## config.mk

```make
export PLATFORM = sky130hd
export DESIGN_NAME = positional_ordered_list
export DESIGN_NICKNAME = d
export VERILOG_FILES = /design/src/rtl/core/pol_pkg.sv /design/src/rtl/core/positional_ordered_list.sv /design/src/rtl/core/pol_cell.sv
export SDC_FILE = /design/constraint.sdc
export NUM_CORES = 2
export LEC_CHECK = 0
export BUFFER_PORTS_ARGS = -buffer_cell sky130_fd_sc_hd__buf_4
export CAP_MARGIN = 25
export CORE_MARGIN = 4
export CORE_UTILIZATION = 45
export DETAILED_ROUTE_END_ITERATION = 6
export PLACE_DENSITY_LB_ADDON = 0.1
export SLEW_MARGIN = 20
export SYNTH_ARGS = -nofsm -noshare
export SYNTH_HDL_FRONTEND = slang
export SYNTH_SLANG_ARGS = --single-unit
export TNS_END_PERCENT = 30
```

## constraint.sdc

```tcl
create_clock -name i_clk -period 15.9 [get_ports i_clk]
set_clock_uncertainty 0.05 [all_clocks]
set_input_delay 3.18 -clock i_clk [delete_from_list [all_inputs] [get_ports i_clk]]
set_output_delay 3.18 -clock i_clk [all_outputs]
set_load 0.01 [all_outputs]
```

## src/rtl/core/pol_pkg.sv

```systemverilog
// ----------------------------------------------------------------------------
// pol_pkg
// shared widths, codes and control types of the positional ordered list
// ----------------------------------------------------------------------------
`default_nettype none

package pol_pkg;

    parameter int unsigned POL_CAPACITY   = 16;
    parameter int unsigned POL_DESC_CHARS = 8;

    localparam int unsigned MODE_W   = 2;
    localparam int unsigned POS_W    = 5;
    localparam int unsigned PRICE_W  = 32;
    localparam int unsigned DESC_W   = 64;
    localparam int unsigned STATUS_W = 2;
    localparam int unsigned LEN_W    = 5;

    typedef enum logic [MODE_W-1:0] {
        MODE_GET    = 2'd0,
        MODE_INSERT = 2'd1,
        MODE_REMOVE = 2'd2,
        MODE_CLEAR  = 2'd3
    } t_mode;

    typedef enum logic [STATUS_W-1:0] {
        ST_OK      = 2'd0,
        ST_BAD_POS = 2'd1,
        ST_FULL    = 2'd2
    } t_status;

    typedef struct packed {
        logic             ins;
        logic             rem;
        logic [POS_W-1:0] pos;
    } t_shift_ctl;

endpackage

`default_nettype wire

```

## src/rtl/core/positional_ordered_list.sv

```systemverilog
// ----------------------------------------------------------------------------
// positional_ordered_list
// ordered list of price and description entries held in a chain of cells
// ----------------------------------------------------------------------------
//  channel   direction  handshake           payload
//  request   in         i_valid / o_ready   i_mode, i_position, i_new_price,
//                                           i_new_description
//  result    out        o_valid / i_ready   o_status, o_read_price,
//                                           o_read_description, o_list_length
//
//  one request per cycle barring stalls; result is registered on acceptance
//  insert/remove shift cells from the position on by one slot in parallel
//  get reads the addressed cell through one mux in the accepting cycle
//  reset clears the entry count and the result valid; cells are not cleared
//  a new request is taken while a result waits only if that result leaves
// ----------------------------------------------------------------------------
`default_nettype none

module positional_ordered_list
    import pol_pkg::*;
#(
    parameter int unsigned CAPACITY   = POL_CAPACITY,
    parameter int unsigned DESC_CHARS = POL_DESC_CHARS
) (
    input  wire logic                       i_clk,
    input  wire logic                       i_rst_n,
    input  wire logic                       i_valid,
    output logic                            o_ready,
    input  wire logic [MODE_W-1:0]          i_mode,
    input  wire logic [POS_W-1:0]           i_position,
    input  wire logic signed [PRICE_W-1:0]  i_new_price,
    input  wire logic [DESC_W-1:0]          i_new_description,
    output logic                            o_valid,
    input  wire logic                       i_ready,
    output logic [STATUS_W-1:0]             o_status,
    output logic signed [PRICE_W-1:0]       o_read_price,
    output logic [DESC_W-1:0]               o_read_description,
    output logic [LEN_W-1:0]                o_list_length
);

    localparam int unsigned CW  = $clog2(CAPACITY + 1);
    localparam int unsigned DW  = DESC_CHARS * 8;
    localparam int unsigned NR  = (CAPACITY < 32) ? CAPACITY : 32;
    localparam int unsigned IW  = $clog2(NR);
    localparam logic [31:0] LP_CAP = 32'(CAPACITY);

    logic signed [PRICE_W-1:0] w_price     [CAPACITY];
    logic [DW-1:0]             w_desc      [CAPACITY];
    logic signed [PRICE_W-1:0] w_rd_price  [NR];
    logic [DW-1:0]             w_rd_desc   [NR];
    logic [DW-1:0]             w_new_desc;

    logic [CW-1:0]             r_count, n_count;
    logic                      r_valid;
    t_status                   r_status, n_status;
    logic signed [PRICE_W-1:0] r_rd_price;
    logic [DESC_W-1:0]         r_rd_desc;
    logic [LEN_W-1:0]          r_len;

    logic                      w_acc;
    logic                      w_rd_ok;
    t_mode                     w_mode;
    t_shift_ctl                w_ctl;
    logic [31:0]               w_pos;
    logic [31:0]               w_cnt;
    logic [IW-1:0]             w_idx;

    assign w_new_desc = i_new_description[DW-1:0];

    // cell chain
    for (genvar g = 0; g < CAPACITY; g++) begin : g_cell
        logic signed [PRICE_W-1:0] w_lp, w_rp;
        logic [DW-1:0]             w_ld, w_rd;

        if (g == 0) begin : g_first
            assign w_lp = i_new_price;
            assign w_ld = w_new_desc;
        end else begin : g_mid_l
            assign w_lp = w_price[g-1];
            assign w_ld = w_desc[g-1];
        end

        if (g == CAPACITY - 1) begin : g_last
            assign w_rp = '0;
            assign w_rd = '0;
        end else begin : g_mid_r
            assign w_rp = w_price[g+1];
            assign w_rd = w_desc[g+1];
        end

        pol_cell #(
            .IDX        (g),
            .DESC_W_INT (DW)
        ) u_cell (
            .i_clk         (i_clk),
            .i_ctl         (w_ctl),
            .i_new_price   (i_new_price),
            .i_new_desc    (w_new_desc),
            .i_left_price  (w_lp),
            .i_left_desc   (w_ld),
            .i_right_price (w_rp),
            .i_right_desc  (w_rd),
            .o_price       (w_price[g]),
            .o_desc        (w_desc[g])
        );
    end

    // only the first cells are reachable by a position
    for (genvar j = 0; j < NR; j++) begin : g_rd
        assign w_rd_price[j] = w_price[j];
        assign w_rd_desc[j]  = w_desc[j];
    end

    assign w_idx   = i_position[IW-1:0];
    assign o_ready = !r_valid || i_ready;
    assign w_acc   = i_valid && o_ready;
    assign w_mode  = t_mode'(i_mode);
    assign w_pos   = 32'(i_position);
    assign w_cnt   = 32'(r_count);

    always_comb begin
        n_count   = r_count;
        n_status  = ST_OK;
        w_rd_ok   = 1'b0;
        w_ctl.ins = 1'b0;
        w_ctl.rem = 1'b0;
        w_ctl.pos = i_position;
        unique case (w_mode)
            MODE_GET: begin
                if (w_pos >= w_cnt) begin
                    n_status = ST_BAD_POS;
                end else begin
                    w_rd_ok = 1'b1;
                end
            end
            MODE_INSERT: begin
                if (w_pos > w_cnt) begin
                    n_status = ST_BAD_POS;
                end else if (w_cnt == LP_CAP) begin
                    n_status = ST_FULL;
                end else begin
                    w_ctl.ins = w_acc;
                    n_count   = r_count + CW'(1);
                end
            end
            MODE_REMOVE: begin
                if (w_pos >= w_cnt) begin
                    n_status = ST_BAD_POS;
                end else begin
                    w_ctl.rem = w_acc;
                    n_count   = r_count - CW'(1);
                end
            end
            MODE_CLEAR: begin
                n_count = '0;
            end
            default: begin
                n_count = r_count;
            end
        endcase
    end

    always_ff @(posedge i_clk) begin
        if (!i_rst_n) begin
            r_count <= '0;
            r_valid <= 1'b0;
        end else begin
            if (w_acc) begin
                r_count <= n_count;
                r_valid <= 1'b1;
            end else if (i_ready) begin
                r_valid <= 1'b0;
            end
        end
    end

    always_ff @(posedge i_clk) begin
        if (w_acc) begin
            r_status   <= n_status;
            r_rd_price <= w_rd_ok ? w_rd_price[w_idx] : '0;
            r_rd_desc  <= w_rd_ok ? DESC_W'(w_rd_desc[w_idx]) : '0;
            r_len      <= LEN_W'(n_count);
        end
    end

    assign o_valid            = r_valid;
    assign o_status           = r_status;
    assign o_read_price       = r_rd_price;
    assign o_read_description = r_rd_desc;
    assign o_list_length      = r_len;

    a_count_bound: assert property (@(posedge i_clk) disable iff (!i_rst_n)
        32'(r_count) <= LP_CAP)
        else $error("entry count above capacity");

    a_insert_grows: assert property (@(posedge i_clk) disable iff (!i_rst_n)
        (w_ctl.ins) |=> (r_count == $past(r_count) + CW'(1)))
        else $error("insert did not grow the list by one");

    a_remove_shrinks: assert property (@(posedge i_clk) disable iff (!i_rst_n)
        (w_ctl.rem) |=> (r_count == $past(r_count) - CW'(1)))
        else $error("remove did not shrink the list by one");

    a_full_only_at_cap: assert property (@(posedge i_clk) disable iff (!i_rst_n)
        (o_valid && (o_status == ST_FULL)) |-> (32'(r_count) == LP_CAP))
        else $error("full status while list not full");

    a_zero_on_error: assert property (@(posedge i_clk) disable iff (!i_rst_n)
        (o_valid && (o_status != ST_OK)) |-> ((o_read_price == '0) &&
                                              (o_read_description == '0)))
        else $error("read fields nonzero on failed request");

    a_clear_empties: assert property (@(posedge i_clk) disable iff (!i_rst_n)
        (w_acc && (w_mode == MODE_CLEAR)) |=> (r_count == '0))
        else $error("clear left entries");

endmodule

`default_nettype wire

```

## src/rtl/core/pol_cell.sv

```systemverilog
// ----------------------------------------------------------------------------
// pol_cell
// one list slot: holds, loads a new entry or takes a neighbor's entry
// ----------------------------------------------------------------------------
`default_nettype none

module pol_cell
    import pol_pkg::*;
#(
    parameter int unsigned IDX    = 0,
    parameter int unsigned DESC_W_INT = 64
) (
    input  wire logic                         i_clk,
    input  wire t_shift_ctl                   i_ctl,
    input  wire logic signed [PRICE_W-1:0]    i_new_price,
    input  wire logic [DESC_W_INT-1:0]        i_new_desc,
    input  wire logic signed [PRICE_W-1:0]    i_left_price,
    input  wire logic [DESC_W_INT-1:0]        i_left_desc,
    input  wire logic signed [PRICE_W-1:0]    i_right_price,
    input  wire logic [DESC_W_INT-1:0]        i_right_desc,
    output logic signed [PRICE_W-1:0]         o_price,
    output logic [DESC_W_INT-1:0]             o_desc
);

    localparam logic [31:0] LP_IDX = 32'(IDX);

    logic signed [PRICE_W-1:0] r_price, n_price;
    logic [DESC_W_INT-1:0]     r_desc, n_desc;
    logic [31:0]               w_pos;

    assign w_pos = 32'(i_ctl.pos);

    always_comb begin
        n_price = r_price;
        n_desc  = r_desc;
        priority if (i_ctl.ins && (LP_IDX == w_pos)) begin
            n_price = i_new_price;
            n_desc  = i_new_desc;
        end else if (i_ctl.ins && (LP_IDX > w_pos)) begin
            n_price = i_left_price;
            n_desc  = i_left_desc;
        end else if (i_ctl.rem && (LP_IDX >= w_pos)) begin
            n_price = i_right_price;
            n_desc  = i_right_desc;
        end else begin
            n_price = r_price;
            n_desc  = r_desc;
        end
    end

    always_ff @(posedge i_clk) begin
        r_price <= n_price;
        r_desc  <= n_desc;
    end

    assign o_price = r_price;
    assign o_desc  = r_desc;

endmodule

`default_nettype wire

```

==> impl_metrics.ini <==
[placement]
portBuffers = 211
preCtsSetupSlack_ps = 7592
dp_hpwl_um = 179700
gp_congestion = 0.8284

[setup_path]
regToRegStartpoint = r_count[3]
cp-end-kind = flip-flop
critPathRequiredTime_ps = 16400
r2r_cells = 12
cp-start-kind = primary input
path_class = primary input to flip-flop
worstPathMaxFanout = 45
r2r_end = g_cell[14].u_cell.o_price[18]
path_buf_inv = 5
r2r_setup_slack_ps = 10610
worstPathArrival_ps = 8010
crit_cells = 12
crit_start = i_position[2]
cp_cell_sequence = buf_8 > ha_1 > o211a_1 > o31ai_4 > a21oi_2 > buf_4 > or3_4 > buf_4 > buf_4 > buf_4 > mux2i_1 > a21oi_1
slowest_delay_ps = 770
crit_end = g_cell[14].u_cell.o_price[18]
path_delay_family = buffers and inverters
slowest_stage = buf_4
worst_path_most_repeated_cell = buf_4

[power_and_ir_drop]
power_density_nw_per_um2 = 96.66
internal_power_uw = 7303
vdd_drop_max_mv = 0.1256
clkPwrFrac = 0.420
leakage_uw = 0.03685
power.switching_fraction = 0.2464
combPwrFrac = 0.079
pwr-share-seq = 0.501
power.total_uw = 9691
power.switching_uw = 2388

[sta]
worst_slack_ps = 8382
setup_tns_ps = 0
rsz0062_at_grt = false
finalSetupViolCount = 0
min_period_over_period = 0.4729
slew-limit-headroom = 0.2052
finalMaxSlewViolations = 0
tightest_slew_ps = 1192
hold_viol_final = 0
period_minus_slack_ps = 7518
max_freq_mhz = 133.0

[final_layout]
final_net_count = 7326
area_growth_pct = 10.02
fill_cells = 17460
drive_gt1_frac = 0.1701

[synthesis]
synthTopCellsByArea = edfxtp_1 (54%), mux4_2 (12%), mux2i_1 (8.5%)
synth_fp_nets = 7509
synthesis.area_um2 = 91120
yosys-top-cells-count = edfxtp_1 (1,639), nand2_1 (1,165), mux2i_1 (772)
syn_area_per_cell_um2 = 12.32
ys_types = 58
synth_ff_type = edfxtp_1
ys_seq_elements = 1645
yosysTopAreaCell = edfxtp_1
yosysMostFrequentCell = edfxtp_1
seq_area_frac_synth = 0.5414
ys_warn_count = 0
syn-instance-count = 7395
synthDominantCellAreaShare = 0.5401
synth-async-reset-ratio = 0
synth_enable_flop_cells = 1639

[clocking]
clock_tree.root_cell = clkbuf_16
cts_tree = yes
cts_resized = 0
postCtsSetupRepairBufs = 0
cts_hold_buf = 0
cts_buffer_depth = 3
clkSinkCount = 1645
path_clk_slew_ps = 60
clock_latency_ps = 850
htreeDepth = 4
cts_made_buffers = 188

[die]
die_h_um = 458
rows = 164
fp.dieW_um = 458
io_pins = 212
dieArea_um2 = 209800
core-area_um2 = 200500
start_util = 0.4545

[routing]
post-route-drc-count = 0
wl_per_cell_um = 34.35
routed_wl_um = 344500
firstDrtPassIters = 6
vias = 68520
drt-vias-per-instance = 6.831
drt-initial-drc-count = 9449
antenna_left = 0

[grt]
grt-ovfl-total = 0
grt_pass1_wl_um = 494200
antenna_found_initial = 21
grt_max_degree = 149
gr-usage-all-layers = 0.3207
grt_pass1_vias = 66770

[run]
maxCapViolCount = 0

[min_path]
hold_path_class = flip-flop to flip-flop

[status]
status = completed
[final cells by class]
type | instances | area [µm²] | share of cell area
sequential | 1645 | 49340 | 0.4921
clock buffer | 238 | 4977 | 0.04965
tap | 2656 | 3323 | 0.03315
antenna | 18 | 45.04 | 0.0004493
inverter | 12 | 50.05 | 0.0004992
clock inverter | 96 | 528.0 | 0.005267
multi-input combinational | 4980 | 38800 | 0.3871
timing repair buffer | 385 | 3189 | 0.03181
[layer usage]
metal | wire (µm) | up-vias | GRT usage
li1 | - | 28210 | -
met1 | 133500 | 34920 | 0.4347
met2 | 160100 | 4555 | 0.5071
met3 | 35650 | 810 | 0.06094
met4 | 15180 | 14 | 0.1368
met5 | 107 | - | 0
[stage by stage]
stage                     cell area [µm²]  hold slack, ps  cells  utilization
after global routing               100200           548.5  10020       0.5000
after global placement              94440           499.5   9667       0.4711
after detailed placement            94630           507.5   9675       0.4720
after CTS                          100100           505.5  10010       0.4995
final                              100300           501.9  10030       0.5001
after floorplan                     91120           457.0   7395            -
[registers in the layout, indices dropped and copies added, names as in the netlist]
signal and cells:
g_cell.u_cell.o_desc 1024, g_cell.u_cell.o_price 512, o_read_description 64, o_read_price 32, o_list_length 5, r_count 5, o_status 2, o_valid 1
[worst reg2reg max path, stage by stage, from the launching register on]
cell     delay, ps
dfxtp_1        440
inv_1          190
ha_1           330
and4_1         210
and2_1         190
a21oi_2        100
buf_4          310
or3_4          480
buf_4          730
buf_4          780
buf_4          790
mux2i_1        310
a21oi_1         90
[power by group through the flow]
stage               logic (µW)  clock network [µW]  registers, µW
floorplan                  454                   0           4940
global placement           749                   0           4940
detailed placement         758                   0           4940
CTS                        759                4130           4850
global route               800                4310           4860
finish                     768                4070           4850
[cell families (layout without fill, tap and decap cells)]
kind of cell | after synthesis | count (layout) | share of synthesized area
AO/OA/AOI/OAI | 1681 | 1681 | 0.1182
flip-flops | 1645 | 1645 | 0.5414
buffers and inverters | 770 | 731 | 0.03634
multiplexers | 1348 | 1348 | 0.2153
adder cells (fa/ha/maj) | 7 | 7 | 0.0009611
other | 0 | 18 | 0
AND/OR/NAND/NOR | 1944 | 1944 | 0.08774
[worst min-delay path by stage]
stage / start / endpoint / slack (ps) / cells past startpoint
final: g_cell[10].u_cell.o_desc[37] / g_cell[11].u_cell.o_desc[37] / 500 / 2
after global routing: g_cell[10].u_cell.o_desc[35] / g_cell[9].u_cell.o_desc[35] / 550 / 2
after CTS: g_cell[10].u_cell.o_desc[37] / g_cell[11].u_cell.o_desc[37] / 510 / 2
after detailed placement: g_cell[10].u_cell.o_desc[40] / g_cell[11].u_cell.o_desc[40] / 510 / 2
after global placement: r_count[1] / r_count[1] / 500 / 2
after floorplan: r_count[1] / r_count[1] / 460 / 2
[cells in the final DEF (no fill, tap or decap), types with 4 or more instances in the layout]
cell	n
a21o_1	99
a21oi_1	406
a22o_1	97
a22oi_1	282
a31oi_1	97
a32o_1	96
a32oi_1	96
and3_4	5
buf_12	12
buf_16	6
buf_4	363
clkbuf_1	46
clkbuf_16	192
clkinv_1	59
clkinv_2	23
dfxtp_1	6
diode_2	18
edfxtp_1	1639
ha_1	7
inv_1	10
inv_6	6
mux2_2	96
mux2i_1	772
mux4_2	480
nand2_1	1160
nand2_4	6
nand3_1	104
nand3_4	5
nand4_1	10
nor2_1	405
nor2_4	15
nor2b_1	99
nor3_1	101
nor3_4	4
o21ai_0	444
o21ai_1	40
(Power assumes the default switching activity.)
